<file path="src/hdl/afm_pkg.sv">
// Shared types and constants of the flag-setting ALU and multiply unit.
// Holds the operation codes, the request and result layouts and the
// stage payload passed from the multiplier to the execute logic.
package afm_pkg;

    typedef enum logic [4:0] {
        ACT_AND   = 5'd0,
        ACT_EOR   = 5'd1,
        ACT_SUB   = 5'd2,
        ACT_RSB   = 5'd3,
        ACT_ADD   = 5'd4,
        ACT_ADC   = 5'd5,
        ACT_SBC   = 5'd6,
        ACT_RSC   = 5'd7,
        ACT_TST   = 5'd8,
        ACT_TEQ   = 5'd9,
        ACT_CMP   = 5'd10,
        ACT_CMN   = 5'd11,
        ACT_MOV   = 5'd12,
        ACT_MVN   = 5'd13,
        ACT_MUL   = 5'd14,
        ACT_MLA   = 5'd15,
        ACT_UMULL = 5'd16,
        ACT_UMLAL = 5'd17,
        ACT_SMULL = 5'd18,
        ACT_SMLAL = 5'd19
    } t_action;

    // flag bit positions in NZCV
    localparam int FLAG_N = 3;
    localparam int FLAG_Z = 2;
    localparam int FLAG_C = 1;
    localparam int FLAG_V = 0;

    localparam int IN_BITS    = 137;
    localparam int IN_TDATA_W = 144;
    localparam int OUT_TDATA_W = 72;

    typedef logic [3:0] t_flags;

    // last field in the lowest bits
    typedef struct packed {
        logic        long_names_pc;
        logic [31:0] accum_high;
        logic [31:0] accum_low;
        logic        dest_is_pc;
        logic        set_flags;
        logic        shifter_carry;
        logic [31:0] second_operand;
        logic [31:0] first_operand;
        t_action     action;
    } t_in_item;

    typedef struct packed {
        t_flags      flags_out;
        logic        exception_return;
        logic        pc_write;
        logic        write_high;
        logic        write_low;
        logic [31:0] result_high;
        logic [31:0] result_low;
    } t_out_item;

    // payload between the multiply stage and the execute stage
    typedef struct packed {
        t_action     action;
        logic [31:0] op_a;
        logic [31:0] op_b;
        logic        shifter_carry;
        logic        set_flags;
        logic        dest_is_pc;
        logic        long_names_pc;
        logic [63:0] product;
        logic [63:0] addend;
    } t_mul_stage;

endpackage

</file>
<file path="src/hdl/afm_mult.sv">
// Multiply stage: registered 32x32 unsigned product and the 64-bit addend
// with the signed-product correction folded into its high word. Uses afm_pkg.
module afm_mult (
    input  logic                i_clk,
    input  logic                i_en,
    input  afm_pkg::t_in_item   i_item,
    output afm_pkg::t_mul_stage o_stage
);
    import afm_pkg::*;

    t_mul_stage  r_stage;
    t_mul_stage  n_stage;
    logic [31:0] corr;

    always_comb begin
        corr = (i_item.first_operand[31]  ? i_item.second_operand : 32'd0)
             + (i_item.second_operand[31] ? i_item.first_operand  : 32'd0);

        n_stage.action        = i_item.action;
        n_stage.op_a          = i_item.first_operand;
        n_stage.op_b          = i_item.second_operand;
        n_stage.shifter_carry = i_item.shifter_carry;
        n_stage.set_flags     = i_item.set_flags;
        n_stage.dest_is_pc    = i_item.dest_is_pc;
        n_stage.long_names_pc = i_item.long_names_pc;
        n_stage.product       = 64'(i_item.first_operand) * 64'(i_item.second_operand);

        case (i_item.action)
            ACT_MLA:   n_stage.addend = {32'd0, i_item.accum_low};
            ACT_UMLAL: n_stage.addend = {i_item.accum_high, i_item.accum_low};
            ACT_SMULL: n_stage.addend = {32'd0 - corr, 32'd0};
            ACT_SMLAL: n_stage.addend = {i_item.accum_high - corr, i_item.accum_low};
            default:   n_stage.addend = 64'd0;
        endcase
    end

    always_ff @(posedge i_clk) begin
        if (i_en) begin
            r_stage <= n_stage;
        end
    end

    assign o_stage = r_stage;

endmodule

</file>
<file path="src/hdl/afm_exec.sv">
// Execute logic: logical unit, 32-bit adder, product accumulate, flag
// selection and program-counter handling for one request. Uses afm_pkg.
module afm_exec (
    input  afm_pkg::t_mul_stage i_stage,
    input  afm_pkg::t_flags     i_flags,
    output afm_pkg::t_out_item  o_result,
    output afm_pkg::t_flags     o_flags
);
    import afm_pkg::*;

    logic [31:0] logic_r;
    logic [31:0] add_x;
    logic [31:0] add_y;
    logic        add_cin;
    logic [32:0] sum;
    t_flags      add_f;
    t_flags      logic_f;
    logic [63:0] p;
    logic [31:0] res;
    logic [31:0] rhi;
    logic        wl;
    logic        wh;
    logic        pw;
    logic        er;
    logic        dp;
    t_flags      nf;
    t_flags      dpf;

    always_comb begin
        case (i_stage.action)
            ACT_AND, ACT_TST: logic_r = i_stage.op_a & i_stage.op_b;
            ACT_EOR, ACT_TEQ: logic_r = i_stage.op_a ^ i_stage.op_b;
            ACT_MOV:          logic_r = i_stage.op_b;
            default:          logic_r = ~i_stage.op_b;
        endcase

        case (i_stage.action)
            ACT_SUB, ACT_CMP: begin
                add_x = i_stage.op_a; add_y = ~i_stage.op_b; add_cin = 1'b1;
            end
            ACT_RSB: begin
                add_x = i_stage.op_b; add_y = ~i_stage.op_a; add_cin = 1'b1;
            end
            ACT_ADC: begin
                add_x = i_stage.op_a; add_y = i_stage.op_b; add_cin = i_flags[FLAG_C];
            end
            ACT_SBC: begin
                add_x = i_stage.op_a; add_y = ~i_stage.op_b; add_cin = i_flags[FLAG_C];
            end
            ACT_RSC: begin
                add_x = i_stage.op_b; add_y = ~i_stage.op_a; add_cin = i_flags[FLAG_C];
            end
            default: begin
                add_x = i_stage.op_a; add_y = i_stage.op_b; add_cin = 1'b0;
            end
        endcase

        sum = {1'b0, add_x} + {1'b0, add_y} + {32'd0, add_cin};
        add_f = {sum[31], sum[31:0] == 32'd0, sum[32],
                 ~(add_x[31] ^ add_y[31]) & (add_x[31] ^ sum[31])};
        logic_f = {logic_r[31], logic_r == 32'd0, i_stage.shifter_carry, i_flags[FLAG_V]};

        p = i_stage.product + i_stage.addend;

        res = 32'd0;
        rhi = 32'd0;
        wl  = 1'b0;
        wh  = 1'b0;
        pw  = 1'b0;
        er  = 1'b0;
        dp  = 1'b0;
        nf  = i_flags;
        dpf = i_flags;

        case (i_stage.action)
            ACT_AND, ACT_EOR, ACT_MOV, ACT_MVN: begin
                res = logic_r;
                dpf = logic_f;
                dp  = 1'b1;
            end
            ACT_SUB, ACT_RSB, ACT_ADD, ACT_ADC, ACT_SBC, ACT_RSC: begin
                res = sum[31:0];
                dpf = add_f;
                dp  = 1'b1;
            end
            ACT_TST, ACT_TEQ: nf = logic_f;
            ACT_CMP, ACT_CMN: nf = add_f;
            ACT_MUL, ACT_MLA: begin
                res = p[31:0];
                wl  = 1'b1;
                if (i_stage.set_flags) begin
                    nf = {p[31], p[31:0] == 32'd0, i_flags[FLAG_C], i_flags[FLAG_V]};
                end
            end
            ACT_UMULL, ACT_UMLAL, ACT_SMULL, ACT_SMLAL: begin
                if (!i_stage.long_names_pc) begin
                    res = p[31:0];
                    rhi = p[63:32];
                    wl  = 1'b1;
                    wh  = 1'b1;
                    if (i_stage.set_flags) begin
                        nf = {p[63], p == 64'd0, i_flags[FLAG_C], i_flags[FLAG_V]};
                    end
                end
            end
            default: ;
        endcase

        if (dp) begin
            if (i_stage.dest_is_pc) begin
                if (i_stage.set_flags) begin
                    er = 1'b1;
                end else begin
                    res = {res[31:2], 2'b00};
                    pw  = 1'b1;
                end
            end else begin
                wl = 1'b1;
                if (i_stage.set_flags) begin
                    nf = dpf;
                end
            end
        end

        o_result.result_low       = res;
        o_result.result_high      = rhi;
        o_result.write_low        = wl;
        o_result.write_high       = wh;
        o_result.pc_write         = pw;
        o_result.exception_return = er;
        o_result.flags_out        = nf;
        o_flags                   = nf;
    end

endmodule

</file>
<file path="src/hdl/alu_flags_multiply_unit.sv">
// Integer execute unit with NZCV flags: data-processing and multiply requests.
// Top level; instantiates afm_mult and afm_exec, uses afm_pkg.
//
// Usage:
//   Requests enter on the slave stream (i_s_tvalid/o_s_tready/i_s_tdata) with
//   operands already read and shifted. One result per request leaves on the
//   master stream (o_m_tvalid/i_m_tready/o_m_tdata) in request order.
//   Pipeline: input register, multiply register, result register.
//   Throughput is one request per cycle while the receiver takes results; the
//   32x32 multiplier and the 64-bit accumulate adder each take one stage, and
//   the flags are read and written in the last stage, so a carry is seen by
//   the very next request.
//   Reset clears the flags and empties all three stages.
//   When the receiver stalls, the result register holds and each stage keeps
//   accepting until it is full; o_s_tready falls only when all three are full.
module alu_flags_multiply_unit (
    input  logic                            i_clk,
    input  logic                            i_rst_n,
    input  logic                            i_s_tvalid,
    output logic                            o_s_tready,
    // action, first_operand, second_operand, shifter_carry, set_flags,
    // dest_is_pc, accum_low, accum_high, long_names_pc; zero pad to 144
    input  logic [afm_pkg::IN_TDATA_W-1:0]  i_s_tdata,
    output logic                            o_m_tvalid,
    input  logic                            i_m_tready,
    // result_low, result_high, write_low, write_high, pc_write,
    // exception_return, flags_out
    output logic [afm_pkg::OUT_TDATA_W-1:0] o_m_tdata
);
    import afm_pkg::*;

    logic       r_v1;
    logic       r_v2;
    logic       r_v3;
    t_in_item   r_item;
    t_out_item  r_out;
    t_flags     r_flags;
    t_mul_stage stage2;
    t_out_item  exec_res;
    t_flags     n_flags;
    logic       adv1;
    logic       adv2;
    logic       adv3;

    assign adv3 = !r_v3 || i_m_tready;
    assign adv2 = !r_v2 || adv3;
    assign adv1 = !r_v1 || adv2;

    assign o_s_tready = adv1;

    always_ff @(posedge i_clk) begin
        if (!i_rst_n) begin
            r_v1    <= 1'b0;
            r_v2    <= 1'b0;
            r_v3    <= 1'b0;
            r_flags <= '0;
        end else begin
            if (adv1) begin
                r_v1 <= i_s_tvalid;
            end
            if (adv2) begin
                r_v2 <= r_v1;
            end
            if (adv3) begin
                r_v3 <= r_v2;
            end
            if (adv3 && r_v2) begin
                r_flags <= n_flags;
            end
        end
    end

    always_ff @(posedge i_clk) begin
        if (adv1 && i_s_tvalid) begin
            r_item <= t_in_item'(i_s_tdata[IN_BITS-1:0]);
        end
        if (adv3 && r_v2) begin
            r_out <= exec_res;
        end
    end

    afm_mult u_mult (
        .i_clk   (i_clk),
        .i_en    (adv2 && r_v1),
        .i_item  (r_item),
        .o_stage (stage2)
    );

    afm_exec u_exec (
        .i_stage  (stage2),
        .i_flags  (r_flags),
        .o_result (exec_res),
        .o_flags  (n_flags)
    );

    assign o_m_tvalid = r_v3;
    assign o_m_tdata  = r_out;

    a_high_needs_low: assert property (@(posedge i_clk) disable iff (!i_rst_n)
        r_v3 && r_out.write_high |-> r_out.write_low)
        else $error("high word written without low word");

    a_pc_target: assert property (@(posedge i_clk) disable iff (!i_rst_n)
        r_v3 && r_out.pc_write |-> r_out.result_low[1:0] == 2'b00
                                   && !r_out.exception_return && !r_out.write_low)
        else $error("bad branch target result");

    a_flags_hold: assert property (@(posedge i_clk) disable iff (!i_rst_n)
        !(r_v2 && adv3) |=> $stable(r_flags))
        else $error("flags changed without a request");

    a_flags_out: assert property (@(posedge i_clk) disable iff (!i_rst_n)
        r_v3 |-> r_out.flags_out == r_flags)
        else $error("reported flags differ from stored flags");

endmodule

</file>
<file path="config.mk">
export PLATFORM = sky130hd
export DESIGN_NAME = alu_flags_multiply_unit
export DESIGN_NICKNAME = d
export VERILOG_FILES = /design/src/hdl/afm_pkg.sv /design/src/hdl/afm_mult.sv /design/src/hdl/afm_exec.sv /design/src/hdl/alu_flags_multiply_unit.sv
export SDC_FILE = /design/constraint.sdc
export NUM_CORES = 2
export LEC_CHECK = 0
export ABC_AREA = 0
export CAP_MARGIN = 20
export CORE_UTILIZATION = 60
export CTS_CLUSTER_DIAMETER = 100
export DETAILED_ROUTE_END_ITERATION = 12
export DONT_BUFFER_PORTS = 1
export GPL_TIMING_DRIVEN = 1
export PLACE_DENSITY_LB_ADDON = 0.12
export SYNTH_ARGS = -nofsm -noshare
export SYNTH_HDL_FRONTEND = slang
export SYNTH_SLANG_ARGS = --single-unit
export TNS_END_PERCENT = 30
</file>
<file path="constraint.sdc">
create_clock -name i_clk -period 17.3 [get_ports i_clk]
set_input_delay 0 -clock i_clk [delete_from_list [all_inputs] [get_ports i_clk]]
set_output_delay 0 -clock i_clk [all_outputs]
set_load 0.005 [all_outputs]
</file>
# Yosys cells after proc, flatten, opt, wreduce, memory -nomap -nowiden
# Index checks and enable logic that the tools add are counted.
# W data, S select, Z words.
# word_totals
register_bits	417
in_bits	148
output_inout_bits	74
elab_cells	124
# op_classes
addsub	6
multipliers	1
eq_ne	23
mux	27
bitwise_logic	9
n_reduce_logical	29
# op_table
operator	n
$pmux W64 S4	1
$mux W32	4
$pmux W32 S4	1
$logic_not A32 Y1	3
$pmux W32 S3	1
$add A64 B64 Y64	1
$logic_not A64 Y1	1
$mul A32 B32 Y64	1
$not A32 Y32	2
$pmux W32 S2	1
$eq A5 B4 Y1 const B	9
$eq A5 B5 Y1 const B	7
$add A32 B32 Y33	1
$add A33 B1 Y33	1
$add A32 B32 Y32	1
$and A32 B32 Y32	1
$sub A1 B32 Y32 const A	1
$sub A32 B32 Y32	1
$xor A32 B32 Y32	1
$mux W4	6
$eq A5 B3 Y1 const B	4
$pmux W4 S4	1
$reduce_or A2 Y1	7
$eq A5 B2 Y1 const B	2
17 further kinds	36

# Logic depth before layout (Yosys ltp)
# depth
depth_word	11
depth_mapped	34
mapped_depth_nobuf	32

# By module
# A second synthesis with hierarchy kept.
# hier_totals
cells_unflattened	6087
hier_area_um2	59055.4
# by_module_without_submodules
module	instances	cells_each	area_per_inst_um2	seq_area_each_um2
afm_mult	1	4440	43126.4	6035.8
afm_exec	1	1407	9355.2	0.0
alu_flags_multiply_unit	1	240	6573.8	6416.2

# Worst setup path after synthesis
# OpenSTA, ideal clock, no wires.
# synth_timing
kind	flip-flop to flip-flop
startpoint	reg r_v3, in the netlist o_m_tvalid
endpoint	reg u_mult.r_stage, in the netlist u_mult.o_stage[0] (enable)
setup_time_ns	1.070
arrival_ns	14.970
t_required_ns	16.230
path_slack_ns	1.260
stages_incl_launch_ff	3
path_buffers	0
period_less_slack_ns	16.040
cell_sequence	dfxtp_1 -> nor2b_1 -> a21boi_0
# synth_via
elab_chain_len	4
# synth_lines
element	line	rtl
start, declared	alu_flags_multiply_unit.sv:34	logic r_v3;
start signal, assigned	alu_flags_multiply_unit.sv:65	r_v3 <= r_v2;
$logic_not A1 Y1	alu_flags_multiply_unit.sv:45	assign adv3 = !r_v3 || i_m_tready;
$logic_or A1 B1 Y1	alu_flags_multiply_unit.sv:45	
$logic_or A1 B1 Y1	alu_flags_multiply_unit.sv:46	assign adv2 = !r_v2 || adv3;
$logic_and A1 B1 Y1	alu_flags_multiply_unit.sv:84	.i_en (adv2 && r_v1),
named net u_mult.i_en	afm_mult.sv:5	input logic i_en,
end signal, assigned	afm_mult.sv:39	r_stage <= n_stage;
end, declared	afm_mult.sv:11	t_mul_stage r_stage;
# The timed path passes the listed nets, and every way through them passes these cells.
# A chain may end at the register's enable or synchronous reset.

==> flow_metrics.tcl <==
set metrics [dict create \
    pin_count 222 \
    die_h_um 313 \
    gp_congestion 0.998 \
    syn-cell-area_um2 58200 \
    hold_depth 1 \
    firstDrtPassIters 6 \
    ys_types 85 \
    fmax_mhz 97.8 \
    drt_iter0_drc 3969 \
    grt_setup_unrepaired "false" \
    fin_setup_tns_ns 0 \
    post-route-period-util_pct 59.1 \
    dominantRegCellSynth "edfxtp_1" \
    die_area_um2 98200 \
    final_max_slew_viol_count 0 \
    clkSinkCount 417 \
    cp.required_ns 17.62 \
    cp_common_cell "fa_1" \
    cts_buffers 39 \
    worst_pin_slew_ns 1.09 \
    placement_rows 113 \
    grt-ovfl-total 0 \
    cts_root_buf "clkbuf_16" \
    syn_avg_cell_area_um2 9.69 \
    status "finished, final reports clean" \
    clkTransAtPathRegs_ns 0.08 \
    slew_headroom_pct 27.4 \
    initial_core_util_pct 60.9 \
    nFillCells 7887 \
    placed_area_um2 59400 \
    netlist_instances 6004 \
    yosysWarnings 0 \
    io_buffers 0 \
    async_flop_share_pct 0 \
    clk_latency_ns 0.57 \
    drc 0 \
    wirelength_um 169000 \
    grt_max_degree 88 \
    routedWlPerCell_um 23.2 \
    hpwlAfterDp_um 128000 \
    grt_usage_pct 35.3 \
    post_layout_nonfiller_instances 7288 \
    seq_area_frac_synth_pct 21.4 \
    cts.path.max_buffers 3 \
    synth_top_area_share_pct 31.0 \
    crit_type "flop to flop" \
    tritoncts "built" \
    ff2ff_path_depth 24 \
    grt_pass1_vias 45100 \
    drive_above_1_share_pct 3.66 \
    critPathMaxStageDelay_ns 0.87 \
    hp-start "i_s_tdata[130]" \
    worst_path_max_delay_cell "edfxtp_1" \
    synth-seq-cells 417 \
    core_um2 95600 \
    synthTopCellsByArea "fa_1 (31%), edfxtp_1 (21%), ha_1 (9.7%)" \
    r2r_setup_slack_ns 7.07 \
    cp_num_buf_inv 3 \
    reg2reg_from "r_item[27]" \
    drv_cap 0 \
    synth-edff-count 410 \
    finalSetupViolCount 0 \
    setup.worst_path.start_class "flop" \
    r2r_end "u_mult.o_stage[126]" \
    hold_viol 0 \
    cp.arrival_ns 10.55 \
    min_period_ns 10.23 \
    crit_fanout 24 \
    crit_chain "buf_4 > and2_1 > fa_1 > inv_1 > fa_1 > fa_1 > fa_1 > inv_1 > fa_1 > fa_1 > fa_1 > fa_1 > ha_1 > nand2_1 > a211oi_1 > nand4_1 > a211oi_1 > o31a_1 > nand2_1 > o311ai_1 > a31oi_1 > o21ai_1 > a221oi_1 > xnor2_1" \
    syn_to_final_growth_pct 6.82 \
    dpl.cell_count 7068 \
    fin_hold_ws_ns 0.0474 \
    cts_max_level 2 \
    min_path_type "primary input to flop" \
    grt_pass1_wl_um 264000 \
    synth.largest_area_cell "fa_1" \
    finClkSkew_ns 0.0267 \
    critPathCaptureType "flop" \
    cp_top_family "adder cells" \
    hold-path-endpoint "r_item[130]" \
    nNetsFinal 7485 \
    route.vias.total 43600 \
    ant_nets 0 \
    antenna_found_initial 27 \
    final_area_um2 62100 \
    synth_nets 7503 \
    fp.dieW_um 313 \
    via_per_inst 5.99 \
]
## how the worst max path moves through the flow
stage,start,end,slack (ns),cells past startpoint
6_report,r_item[27],u_mult.o_stage[126],7.07,24
5_1_grt,r_item[27],u_mult.o_stage[126],6.84,28
3_3_place_gp,r_item[27],u_mult.o_stage[126],7.27,28
4_1_cts,r_item[27],u_mult.o_stage[126],7.27,28
2_1_floorplan,o_m_tvalid,u_mult.o_stage[0],1.26,2
3_5_place_dp,r_item[27],u_mult.o_stage[126],7.32,28
## worst reg2reg max path, delay by kind of cell, from the launching register on
| kind | cells | cell delay, ns |
|---|---|---|
| adder cells (fa/ha/maj) | 9 | 4.37 |
| AO/OA/AOI/OAI | 7 | 2.82 |
| AND/OR/NAND/NOR | 4 | 0.88 |
| flip-flops | 1 | 0.87 |
| buffers and inverters | 3 | 0.66 |
| XOR/XNOR | 1 | 0.38 |
## state kept, by name (all words and copies together), names as in the netlist
| name | flops |
|---|---|
| o_m_tdata | 72 |
| o_m_tvalid | 1 |
| r_flags | 4 |
| r_item | 137 |
| r_v1 | 1 |
| r_v2 | 1 |
| u_mult.o_stage | 201 |
## through the flow
stage | setup WS [ns] | util (%)
2_1_floorplan | 1.26 | -
3_3_place_gp | 7.27 | 62.1
3_5_place_dp | 7.32 | 62.1
4_1_cts | 7.27 | 65.0
5_1_grt | 6.84 | 65.0
6_report | 7.07 | 65.0
## metal layers
metal	track usage, %	up-vias	share of wire, %
li1	-	19400	-
met1	50.4	21900	42
met2	55.5	1988	45
met3	5.69	336	9.4
met4	11.3	14	3.6
met5	0	-	0.065
## cell usage after synthesis (8+ instances only)
cell type,count
a211oi_1,29
a21boi_0,13
a21o_1,106
a21oi_1,230
a221oi_1,37
a22oi_1,16
a31o_2,8
a31oi_1,25
and2_1,691
and3_1,55
buf_2,9
clkbuf_1,281
edfxtp_1,410
fa_1,901
ha_1,450
inv_1,960
mux2_2,29
mux2i_1,10
nand2_1,705
nand2b_1,24
nand3_1,54
nand4_1,42
nor2_1,160
nor2b_1,27
nor3_1,32
nor3b_1,8
nor4_1,20
o211ai_1,18
o21a_1,38
o21ai_0,199
o21ai_1,22
o21bai_1,32
o221ai_1,10
o31ai_1,11
or2_2,8
or3_1,16
xnor2_1,117
xor2_1,72
## cells by family (layout without fill, tap and decap cells)
family | Yosys count | in the layout | share of synthesized area, %
AO/OA/AOI/OAI | 878 | 878 | 9.76
XOR/XNOR | 190 | 190 | 2.87
adder cells (fa/ha/maj) | 1351 | 1351 | 40.7
buffers and inverters | 1252 | 1262 | 8.10
flip-flops | 417 | 417 | 21.4
multiplexers | 40 | 40 | 0.753
other | 0 | 9 | 0
AND/OR/NAND/NOR | 1876 | 1876 | 16.4
## placed cells by master, fill, tap and decap left out, drive strengths merged, types with 9 or more instances in the layout
cell         synthesis  routed
inv                960     963
fa                 901     901
nand2              705     705
and2               694     694
ha                 450     450
edfxtp             410     410
a21oi              230     230
o21ai              223     223
nor2               160     160
dlygate4sd3          0     141
xnor2              117     117
a21o               106     106
buf                 11      92
xor2                73      73
and3                55      55
nand3               54      54
clkbuf             281      44
nand4               42      42
o21a                39      39
a221oi              38      38
o21bai              32      32
nor3                32      32
a211oi              31      31
mux2                30      30
nor2b               27      27
a31oi               25      25
nand2b              24      24
nor4                22      22
a21boi              20      20
o211ai              19      19
or3                 16      16
a22oi               16      16
clkinv               0      14
o31ai               12      12
a31o                11      11
o221ai              10      10
mux2i               10      10
or2                 10      10
diode                0       9
## what timing repair did
action | in CTS | in global routing
hold buffers | 141 | 0
resized for setup | 0 | 0
buffers inserted | 0 | 0
hold endpoints to repair | 144 | 0
## final cells by class
type                       instances  area [um^2]  area share (%)
inverter                         960         3600            5.80
clock buffer                      44          995            1.60
antenna                            9         22.5          0.0362
clock inverter                    25          288           0.463
sequential                       417        12500            20.0
timing repair buffer             233         2120            3.42
tap                             1265         1580            2.55
multi-input combinational       4335        41100            66.1
Power is left out: the tool's default activity adds up to more than one toggle a clock period on the data nets, which glitch-free logic cannot reach.
